`src/rtl/tvsg_pkg.sv`:
```
`default_nettype none
package tvsg_pkg;
	localparam int RegCount = 16;
	localparam int DivW = 32;

	typedef enum logic [1:0] {
		OP_WRITE = 2'd0,
		OP_READ = 2'd1,
		OP_FRAME = 2'd2,
		OP_SAMPLE = 2'd3
	} op_t;

	localparam logic [3:0] REG_ENABLE = 4'd7;
	localparam logic [3:0] REG_VOL_A = 4'd8;
	localparam logic [3:0] REG_VOL_C = 4'd10;
	localparam logic [3:0] REG_ENV_FINE = 4'd11;
	localparam logic [3:0] REG_ENV_COARSE = 4'd12;
	localparam logic [3:0] REG_SHAPE = 4'd13;

	localparam logic [0:0] CFG_CLK_RATE = 1'b0;
	localparam logic [0:0] CFG_FRAME_LEN = 1'b1;

	function automatic logic [3:0] shape_level(input logic [3:0] shape, input logic [4:0] pos);
		logic [3:0] dn;
		logic [3:0] up;
		logic attack;
		dn = ~pos[3:0];
		up = pos[3:0];
		attack = shape[2];
		if (!pos[4] || !shape[3]) begin
			if (pos[4]) shape_level = 4'd0;
			else shape_level = attack ? up : dn;
		end else begin
			case (shape[2:0])
				3'd0: shape_level = dn;
				3'd1: shape_level = 4'd0;
				3'd2: shape_level = up;
				3'd3: shape_level = 4'd15;
				3'd4: shape_level = up;
				3'd5: shape_level = 4'd15;
				3'd6: shape_level = dn;
				default: shape_level = 4'd0;
			endcase
		end
	endfunction
endpackage
`default_nettype wire

```
`src/rtl/three_voice_sound_generator.sv`:
```
`default_nettype none
// Three-voice square-wave sound generator with noise and envelope, driven by
// register write, register read, frame and sample words. Every input word
// gives exactly one result word. A register read or write goes from idle
// straight to the output state, and no new word is taken until its result
// is posted. A frame word runs five divide steps for the tone, noise and
// envelope steps (the division is skipped where a period is zero), then
// scales the envelope step by the frame length and updates the envelope
// and the volumes. A sample word runs three voice steps, each with a
// 32-step division for edge softening (skipped where the voice does not
// cross its edge), then adds the noise and posts the output. The next
// word can be taken in the cycle after the result is posted. All of the
// divisions use the one shared restoring divider. The result register
// holds while the next word enters. A result that has not been taken
// stalls the generator only once the next result is ready.
module three_voice_sound_generator
	import tvsg_pkg::*;
(
	input  wire logic        clk,
	input  wire logic        arst_n,
	input  wire logic        s_tvalid,
	output logic             s_tready,
	input  wire logic [15:0] s_tdata,  // opcode[1:0], reg_index[5:2], write_value[13:6]
	output logic             m_tvalid,
	input  wire logic        m_tready,
	output logic [23:0]      m_tdata,  // read_data[7:0], sample[16:8]
	input  wire logic        psel,
	input  wire logic        penable,
	input  wire logic        pwrite,
	input  wire logic [2:0]  paddr,
	input  wire logic [31:0] pwdata,
	output logic [31:0]      prdata,
	output logic             pready
);
	typedef enum logic [7:0] {
		ST_IDLE  = 8'b00000001,
		ST_DIV   = 8'b00000010,
		ST_WAIT  = 8'b00000100,
		ST_MUL   = 8'b00001000,
		ST_ENV   = 8'b00010000,
		ST_VOL   = 8'b00100000,
		ST_MIX   = 8'b01000000,
		ST_OUT   = 8'b10000000
	} state_t;

	state_t state_q;
	logic [15:0] clk_rate_q;
	logic [9:0] frame_len_q;
	logic [7:0] regs_q [RegCount];
	logic [15:0] tone_phase_q [3];
	logic [17:0] tone_step_q [3];
	logic [16:0] noise_phase_q;
	logic [17:0] noise_step_q;
	logic [31:0] noise_shift_q;
	logic noise_bit_q;
	logic [31:0] env_phase_q;
	logic [31:0] env_step_q;
	logic [3:0] env_level_q;
	logic [3:0] voice_vol_q [3];
	logic [5:0] noise_vol_q;
	logic [1:0] op_q;
	logic [2:0] idx_q;
	logic signed [12:0] sum_q;
	logic [7:0] rd_q;
	logic [16:0] num_q;
	logic neg_q;
	logic skip_q;

	logic div_start, div_busy;
	logic [31:0] div_a, div_b, div_q;

	tvsg_div u_div (
		.clk(clk), .arst_n(arst_n), .start(div_start), .dividend(div_a),
		.divisor(div_b), .busy(div_busy), .quotient(div_q)
	);

	logic [1:0] in_op;
	logic [3:0] in_idx;
	logic [7:0] in_val;
	assign in_op = s_tdata[1:0];
	assign in_idx = s_tdata[5:2];
	assign in_val = s_tdata[13:6];

	logic [7:0] wr_val;
	always_comb begin
		wr_val = in_val;
		if (in_idx >= REG_VOL_A && in_idx <= REG_VOL_C) wr_val = {3'd0, in_val[4:0]};
		if (in_idx == REG_SHAPE) wr_val = {4'd0, in_val[3:0]};
	end

	assign pready = 1'b1;
	always_comb begin
		case (paddr[2])
			CFG_CLK_RATE: prdata = {16'd0, clk_rate_q};
			default: prdata = {22'd0, frame_len_q};
		endcase
	end

	always_ff @(posedge clk or negedge arst_n) begin
		if (!arst_n) begin
			clk_rate_q <= 16'd1;
			frame_len_q <= 10'd1;
		end else if (psel && penable && pwrite) begin
			if (paddr[2] == CFG_CLK_RATE) clk_rate_q <= pwdata[15:0];
			else frame_len_q <= pwdata[9:0];
		end
	end

	assign s_tready = (state_q == ST_IDLE);

	logic [11:0] period;
	logic [15:0] tstep;
	logic [15:0] c0, c1;
	logic crossing;
	logic [4:0] vol_sel [3];
	logic [3:0] vol_eff [3];
	logic [31:0] env_sum;
	logic signed [12:0] sum_div;
	logic signed [12:0] sum_sat;
	logic [31:0] nshift;

	always_comb begin
		case (idx_q)
			3'd3: period = {7'd0, regs_q[6][4:0]};
			3'd4: period = 12'hFFF;
			default: period = {regs_q[{1'b0, idx_q[1:0], 1'b1}][3:0],
				regs_q[{1'b0, idx_q[1:0], 1'b0}]};
		endcase
		tstep = tone_step_q[idx_q[1:0]][15:0];
		c0 = tone_phase_q[idx_q[1:0]];
		c1 = c0 + tstep;
		crossing = c0[15] ^ c1[15];
		env_sum = env_phase_q + env_step_q;
		for (int v = 0; v < 3; v++) begin
			vol_sel[v] = regs_q[8 + v][4:0];
			vol_eff[v] = vol_sel[v][4] ? env_level_q : vol_sel[v][3:0];
		end
		sum_div = sum_q / 13'sd8;
		if (sum_div > 13'sd160) sum_sat = 13'sd160;
		else if (sum_div < -13'sd160) sum_sat = -13'sd160;
		else sum_sat = sum_div;
		nshift = {noise_shift_q[30:0], 1'b0};
		if (nshift[31]) nshift = nshift ^ 32'h00040001;
	end

	// env period is 16 bits, handled by its own divide request
	logic [15:0] env_per;
	assign env_per = {regs_q[REG_ENV_COARSE], regs_q[REG_ENV_FINE]};

	logic [16:0] num_mag;
	assign num_mag = num_q[16] ? (17'd0 - num_q) : num_q;

	always_comb begin
		div_start = 1'b0;
		div_a = {14'd0, clk_rate_q, 2'd0};
		div_b = '0;
		if (state_q == ST_DIV) begin
			if (op_q == OP_FRAME) begin
				div_b = (idx_q == 3'd4) ? {16'd0, env_per} : {20'd0, period};
				div_start = (div_b != 32'd0);
			end else begin
				div_a = {11'd0, num_mag, 4'd0};
				div_b = {14'd0, tone_step_q[idx_q[1:0]]};
				div_start = !skip_q;
			end
		end
	end

	logic signed [13:0] lev;
	always_comb begin
		if (skip_q) lev = neg_q ? -14'sd16 : 14'sd16;
		else if (neg_q ^ num_q[16]) lev = -$signed({1'b0, div_q[12:0]});
		else lev = $signed({1'b0, div_q[12:0]});
	end

	logic [31:0] envm;
	assign envm = {14'd0, env_step_q[17:0]} * {22'd0, frame_len_q};

	always_ff @(posedge clk or negedge arst_n) begin
		if (!arst_n) begin
			state_q <= ST_IDLE;
			m_tvalid <= 1'b0;
			for (int i = 0; i < RegCount; i++)
				regs_q[i] <= (i == int'(REG_ENABLE)) ? 8'o77 : 8'd0;
			for (int v = 0; v < 3; v++) begin
				tone_phase_q[v] <= '0;
				tone_step_q[v] <= '0;
				voice_vol_q[v] <= '0;
			end
			noise_phase_q <= '0;
			noise_step_q <= '0;
			noise_shift_q <= 32'd1;
			noise_bit_q <= 1'b0;
			env_phase_q <= '0;
			env_step_q <= '0;
			env_level_q <= 4'd15;
			noise_vol_q <= '0;
			op_q <= OP_WRITE;
			idx_q <= '0;
			sum_q <= '0;
			rd_q <= '0;
			num_q <= '0;
			neg_q <= 1'b0;
			skip_q <= 1'b0;
			m_tdata <= '0;
		end else begin
			if (m_tvalid && m_tready && state_q != ST_OUT) m_tvalid <= 1'b0;
			case (state_q)
				ST_IDLE: begin
					if (s_tvalid && s_tready) begin
						op_q <= in_op;
						idx_q <= '0;
						sum_q <= '0;
						rd_q <= (in_op == OP_READ) ? regs_q[in_idx] : 8'd0;
						case (in_op)
							OP_WRITE: begin
								regs_q[in_idx] <= wr_val;
								if (in_idx == REG_ENV_FINE || in_idx == REG_ENV_COARSE)
									env_phase_q <= '0;
								state_q <= ST_OUT;
							end
							OP_READ: state_q <= ST_OUT;
							OP_FRAME: state_q <= ST_DIV;
							default: state_q <= ST_MIX;
						endcase
					end
				end
				ST_MIX: begin
					// per-voice sample prep, idx 0..2
					skip_q <= !crossing;
					neg_q <= c0[15];
					num_q <= 17'h8000 - {2'd0, c0[14:0]} - {2'd0, c1[14:0]};
					tone_phase_q[idx_q[1:0]] <= c1;
					state_q <= ST_DIV;
				end
				ST_DIV: begin
					state_q <= ST_WAIT;
				end
				ST_WAIT: begin
					if (!div_busy) begin
						if (op_q == OP_FRAME) begin
							case (idx_q)
								3'd3: noise_step_q <= (period == 12'd0) ? 18'd0 : div_q[17:0];
								3'd4: begin
									env_step_q <= (env_per == 16'd0) ? 32'd0 : div_q;
								end
								default: tone_step_q[idx_q[1:0]] <=
									(period == 12'd0) ? 18'd0 : div_q[17:0];
							endcase
							if (idx_q == 3'd4) state_q <= ST_MUL;
							else begin
								idx_q <= idx_q + 3'd1;
								state_q <= ST_DIV;
							end
						end else begin
							sum_q <= sum_q + 13'(lev * $signed({10'd0, voice_vol_q[idx_q[1:0]]}));
							if (idx_q == 3'd2) state_q <= ST_ENV;
							else begin
								idx_q <= idx_q + 3'd1;
								state_q <= ST_MIX;
							end
						end
					end
				end
				ST_MUL: begin
					env_step_q <= envm;
					state_q <= ST_ENV;
				end
				ST_ENV: begin
					if (op_q == OP_FRAME) begin
						env_level_q <= shape_level(regs_q[REG_SHAPE][3:0], env_phase_q[20:16]);
						if (env_sum[31:21] != 11'd0) begin
							if (regs_q[REG_SHAPE][3] && !regs_q[REG_SHAPE][0])
								env_phase_q <= env_sum - 32'h200000;
							else begin
								env_phase_q <= 32'h100000;
								env_step_q <= '0;
							end
						end else begin
							env_phase_q <= env_sum;
						end
						state_q <= ST_VOL;
					end else begin
						noise_phase_q <= {1'b0, noise_phase_q[15:0]} + noise_step_q[16:0];
						if (({3'b0, noise_phase_q[15:0]} + {1'b0, noise_step_q}) >= 19'h10000) begin
							noise_shift_q <= nshift;
							noise_bit_q <= nshift[0];
							sum_q <= sum_q + (nshift[0] ? 13'sd12 : -13'sd12)
								* $signed({7'd0, noise_vol_q});
						end else begin
							sum_q <= sum_q + (noise_bit_q ? 13'sd12 : -13'sd12)
								* $signed({7'd0, noise_vol_q});
						end
						state_q <= ST_OUT;
					end
				end
				ST_VOL: begin
					for (int v = 0; v < 3; v++)
						voice_vol_q[v] <= (regs_q[REG_ENABLE][v] || tone_step_q[v] == 18'd0)
							? 4'd0 : vol_eff[v];
					noise_vol_q <= (noise_step_q == 18'd0) ? 6'd0 :
						(regs_q[REG_ENABLE][3] ? 6'd0 : {2'd0, vol_eff[0]})
						+ (regs_q[REG_ENABLE][4] ? 6'd0 : {2'd0, vol_eff[1]})
						+ (regs_q[REG_ENABLE][5] ? 6'd0 : {2'd0, vol_eff[2]});
					state_q <= ST_OUT;
				end
				ST_OUT: begin
					if (!m_tvalid || m_tready) begin
						m_tvalid <= 1'b1;
						m_tdata <= {7'd0, (op_q == OP_SAMPLE) ? sum_sat[8:0] : 9'd0, rd_q};
						state_q <= ST_IDLE;
					end
				end
				default: state_q <= ST_IDLE;
			endcase
		end
	end
endmodule
`default_nettype wire

```
`src/rtl/tvsg_div.sv`:
```
`default_nettype none
module tvsg_div
	import tvsg_pkg::*;
(
	input  wire logic            clk,
	input  wire logic            arst_n,
	input  wire logic            start,
	input  wire logic [DivW-1:0] dividend,
	input  wire logic [DivW-1:0] divisor,
	output logic                 busy,
	output logic [DivW-1:0]      quotient
);
	logic [DivW-1:0] rem_q;
	logic [DivW-1:0] den_q;
	logic [5:0] cnt_q;
	logic [DivW:0] trial;

	assign trial = {rem_q, quotient[DivW-1]} - {1'b0, den_q};

	always_ff @(posedge clk or negedge arst_n) begin
		if (!arst_n) begin
			cnt_q <= '0;
		end else if (start) begin
			cnt_q <= 6'(DivW);
		end else if (cnt_q != 6'd0) begin
			cnt_q <= cnt_q - 6'd1;
		end
	end

	always_ff @(posedge clk) begin
		if (start) begin
			rem_q <= '0;
			den_q <= divisor;
			quotient <= dividend;
		end else if (cnt_q != 6'd0) begin
			if (!trial[DivW]) begin
				rem_q <= trial[DivW-1:0];
				quotient <= {quotient[DivW-2:0], 1'b1};
			end else begin
				rem_q <= {rem_q[DivW-2:0], quotient[DivW-1]};
				quotient <= {quotient[DivW-2:0], 1'b0};
			end
		end
	end

	assign busy = (cnt_q != 6'd0);
endmodule
`default_nettype wire
```
`config.mk`:
```
export PLATFORM = sky130hd
export DESIGN_NAME = three_voice_sound_generator
export DESIGN_NICKNAME = d
export VERILOG_FILES = /design/src/rtl/tvsg_pkg.sv /design/src/rtl/three_voice_sound_generator.sv /design/src/rtl/tvsg_div.sv
export SDC_FILE = /design/constraint.sdc
export NUM_CORES = 2
export LEC_CHECK = 0
export BUFFER_PORTS_ARGS = -buffer_cell sky130_fd_sc_hd__buf_2
export CAP_MARGIN = 5
export CORE_MARGIN = 3
export CORE_UTILIZATION = 30
export CTS_BUF_LIST = sky130_fd_sc_hd__clkbuf_4 sky130_fd_sc_hd__clkbuf_8 sky130_fd_sc_hd__clkbuf_16
export CTS_CLUSTER_DIAMETER = 40
export DETAILED_ROUTE_END_ITERATION = 10
export MAX_ROUTING_LAYER = met4
export PLACE_DENSITY_LB_ADDON = 0.08
export SLEW_MARGIN = 20
export SYNTH_ARGS = -nofsm -noshare
export SYNTH_HDL_FRONTEND = slang
export SYNTH_HIERARCHICAL = 1
export SYNTH_SLANG_ARGS = --single-unit
```
`constraint.sdc`:
```
create_clock -name clk -period 12.4 [get_ports clk]
set_input_delay 1.24 -clock clk [delete_from_list [all_inputs] [get_ports clk]]
set_output_delay 1.24 -clock clk [all_outputs]
set_load 0.005 [all_outputs]
```
==> out/metrics.csv <==
metric,value,unit
CTS Hold Buffers Added,0,
Max IR drop VDD,0.0001001,V
Netlist Area Pre-Place,43130,um^2
Final nets,5103,
Leak Pwr,23.65,nW
All-Layer GR Usage,0.1817,
pwr/cell area,178.9,nW/um^2
setup slack at placement,5592,ps
largest net degree at the start of global routing,143,
chip width,385.2,um
Setup Skew,43.66,ps
io pins,117,
CTS tree,built,
CTS buffer count,133,
total overflow reported by the global router,0,
final core occ,0.3538,
Final Non-Filler Cells,6553,
final wirelength,129.3,mm
commonest cells in the synthesized netlist,"565 x nand2_1, 471 x dfrtp_1, 422 x inv_1",
Final Worst Setup Slack,5589,ps
iteration-0 DRC count of the detailed router,1654,
GPL Wtd Cong,0.8213,
CP Launch Type,flop,
fin area,50270,um^2
post-synthesis async set-or-reset flop share,0.8348,
Synth area leaders,"dfrtp_1 27%, fa_1 10%, ha_1 8.0%, mux2_2 5.3%, nand2_1 4.9%",
IO Port Bufs,72,
post-layout min period,6811,ps
"Avg Cell Area, Syn",9.633,um^2
Routed Antenna Nets,0,
Worst Path Arrival,7410,ps
synth unique cells,99,
Max Root-Sink Buffers,3,
first-pass GRT wire length,201.3,mm
post-synthesis sequential area ratio,0.3412,
most frequent cell after synthesis,nand2_1,
share of cells above drive strength 1,0.1527,
register bit count reported by yosys,581,
Skew-Pair Late Insertion Delay,750,ps
clk root buf,clkbuf_16,
row count,138,
Multi-input gate area,26060,um^2
max_cap viols,0,
min-delay worst type,flop to flop,
H-tree depth,4,
Slew HR,0.2452,
number of filler cells placed in the layout,14510,
met2 usage,0.2823,
Sequential Area,14720,um^2
Synth Flop Type,dfrtp_1,
clock sinks,581,
placed insts,6309,
clock-pin slew on the worst setup and hold paths,50,ps
Initial Util,0.3035,
Yosys warnings,6,
status,completed,
Gate Count Post-Synth,4477,
vias in the first global route,32460,
Core Area,142100,um^2
GR peak layer,met2,
dominant cell type by area after synthesis,dfrtp_1,
via count,31880,
critical path type,flop to flop,
Fin. Hold Viols,0,
DIE AREA,148300,um^2
Critical Path RT,13000,ps
fmax,146.8,MHz
M1 GR Usage,0.2500,
CP Capture Type,flop,
"Slew Viols, Final",0,
postcts setup bufs,0,
Resize count post-CTS,0,
Vias per Instance,4.866,
initial antenna violation count,4,
placed instance area,45520,um^2
crit path max fanout,20,
Sum Neg Setup Slack,0,ps
Final period util,0.5492,
post-synth top area share,0.2733,
worst-margin pin slew,1123,ps
drt pass-1 iters,5,
RSZ-0062 raised after global routing,false,
WL/cell,19.73,um
setup violators final,0,
number of synthesized flops with an enable pin,64,
grt met3 use,0.02830,
dpl hpwl,95.16,mm
remaining design rule violation count,0,
Die Ht,385.2,um
Layout area overhead,16.56,%
final timing paths:
kind / depth (start not counted) / slack, ps / from / to
max: 20 / 5590 / frame_len_q[8] / env_step_q[27]
max in group asynchronous: 2 / 10450 / arst_n / tone_phase_q[32]
min: 1 / 470 / m_tdata[13] / m_tdata[13]
max reg2reg: 20 / 5590 / frame_len_q[8] / env_step_q[27]
min in group asynchronous: 1 / 510 / arst_n / regs_q[117]
min reg2reg: 1 / 470 / m_tdata[13] / m_tdata[13]
cell usage in the layout, fill, tap and decap left out, types with 17 or more instances in the layout:
cell type and count:
inv_1 422, nor4_1 30, nor3_1 49, clkbuf_16 137
edfxtp_1 64, nand2_1 565, a311oi_1 22, xor2_1 61
nor2_1 242, and2_1 125, nand3_1 62, nand2b_1 58
o21bai_1 27, a211oi_1 29, mux2_2 203, or2_2 22
mux4_2 52, o21a_1 22, or3_1 27, o31ai_1 17
a31oi_1 22, a22o_1 41, buf_4 47, mux2_4 20
dfrtp_1 469, dfxtp_1 32, buf_2 71, a21oi_1 172
ha_1 275, xnor2_1 119, mux2i_1 89, fa_1 216
a21o_1 61, nor2b_1 34, clkbuf_4 22, o211ai_1 17
clkbuf_8 17, o21ai_0 339, conb_1 53
kinds of logic after synthesis:
group           count (synthesis)  share of synthesized area
other cells                     2                  0.0001741
flops                         581                     0.3412
fa+ha+maj                     491                     0.1801
xor+xnor                      183                    0.03751
mux                           364                     0.1078
buf+inv                       655                    0.06032
compound gates                897                     0.1309
simple gates                 1304                     0.1420
through the flow:
| step | hold WS, ps | power, mW |
|---|---|---|
| 2_1_floorplan | 444.6 | 4.432 |
| 3_3_place_gp | 456.1 | 5.362 |
| 3_5_place_dp | 461.4 | 5.371 |
| 4_1_cts | 470.1 | 9.136 |
| 5_1_grt | 479.6 | 9.554 |
| 6_report | 466.3 | 8.992 |
area by class of cell:
| type | count | area share |
|---|---|---|
| inverters | 424 | 0.03166 |
| clock buffers | 176 | 0.07614 |
| repair buffers | 122 | 0.01558 |
| clock inverters | 67 | 0.01832 |
| multi-input cells | 3292 | 0.5184 |
| well taps | 1890 | 0.04704 |
| diodes | 1 | 0.00004978 |
| flip-flops and latches | 581 | 0.2929 |
layer usage:
metal / share of wire / vias up / wire (um)
met5: 0 / - / 0
met4: 0.017 / 0 / 2167
met3: 0.033 / 151 / 4295
met2: 0.46 / 438 / 59870
met1: 0.49 / 15770 / 62960
li1: - / 15530 / -
critical path: stages (launching register included):
cell and delay (ps):
dfrtp_1 860, and2_1 260, fa_1 460, fa_1 520, fa_1 510, fa_1 570, inv_1 70, fa_1 530
inv_1 40, ha_1 360, nand3_1 120, nor2_1 110, o211ai_1 130, and4b_1 260, nor3_1 400, a221oi_1 260
o31ai_1 410, a31oi_1 160, xnor2_1 180, a22o_1 190, mux2_4 250
state kept, by name, summed over array words and instances (netlist names), 10 cells and up:
signal,flops
u_div/quotient,32
sum_q,13
voice_vol_q,12
tone_step_q,54
noise_phase_q,16
env_step_q,32
env_per,16
u_div/rem_q,32
frame_len_q,10
tone_phase_q,48
m_tdata,17
env_phase_q,32
noise_shift_q,31
clk_rate_q,16
u_div/den_q,32
noise_step_q,18
regs_q,112
num_q,17
report_power, final:
group	internal, mW	total [mW]	switching, mW	leakage (nW)
Sequential	2.28	2.68	0.402	7.44
Combinational	1.08	2.63	1.55	13.9
Clock	2.48	3.68	1.20	2.32
Power figures use the tool's default switching activity.
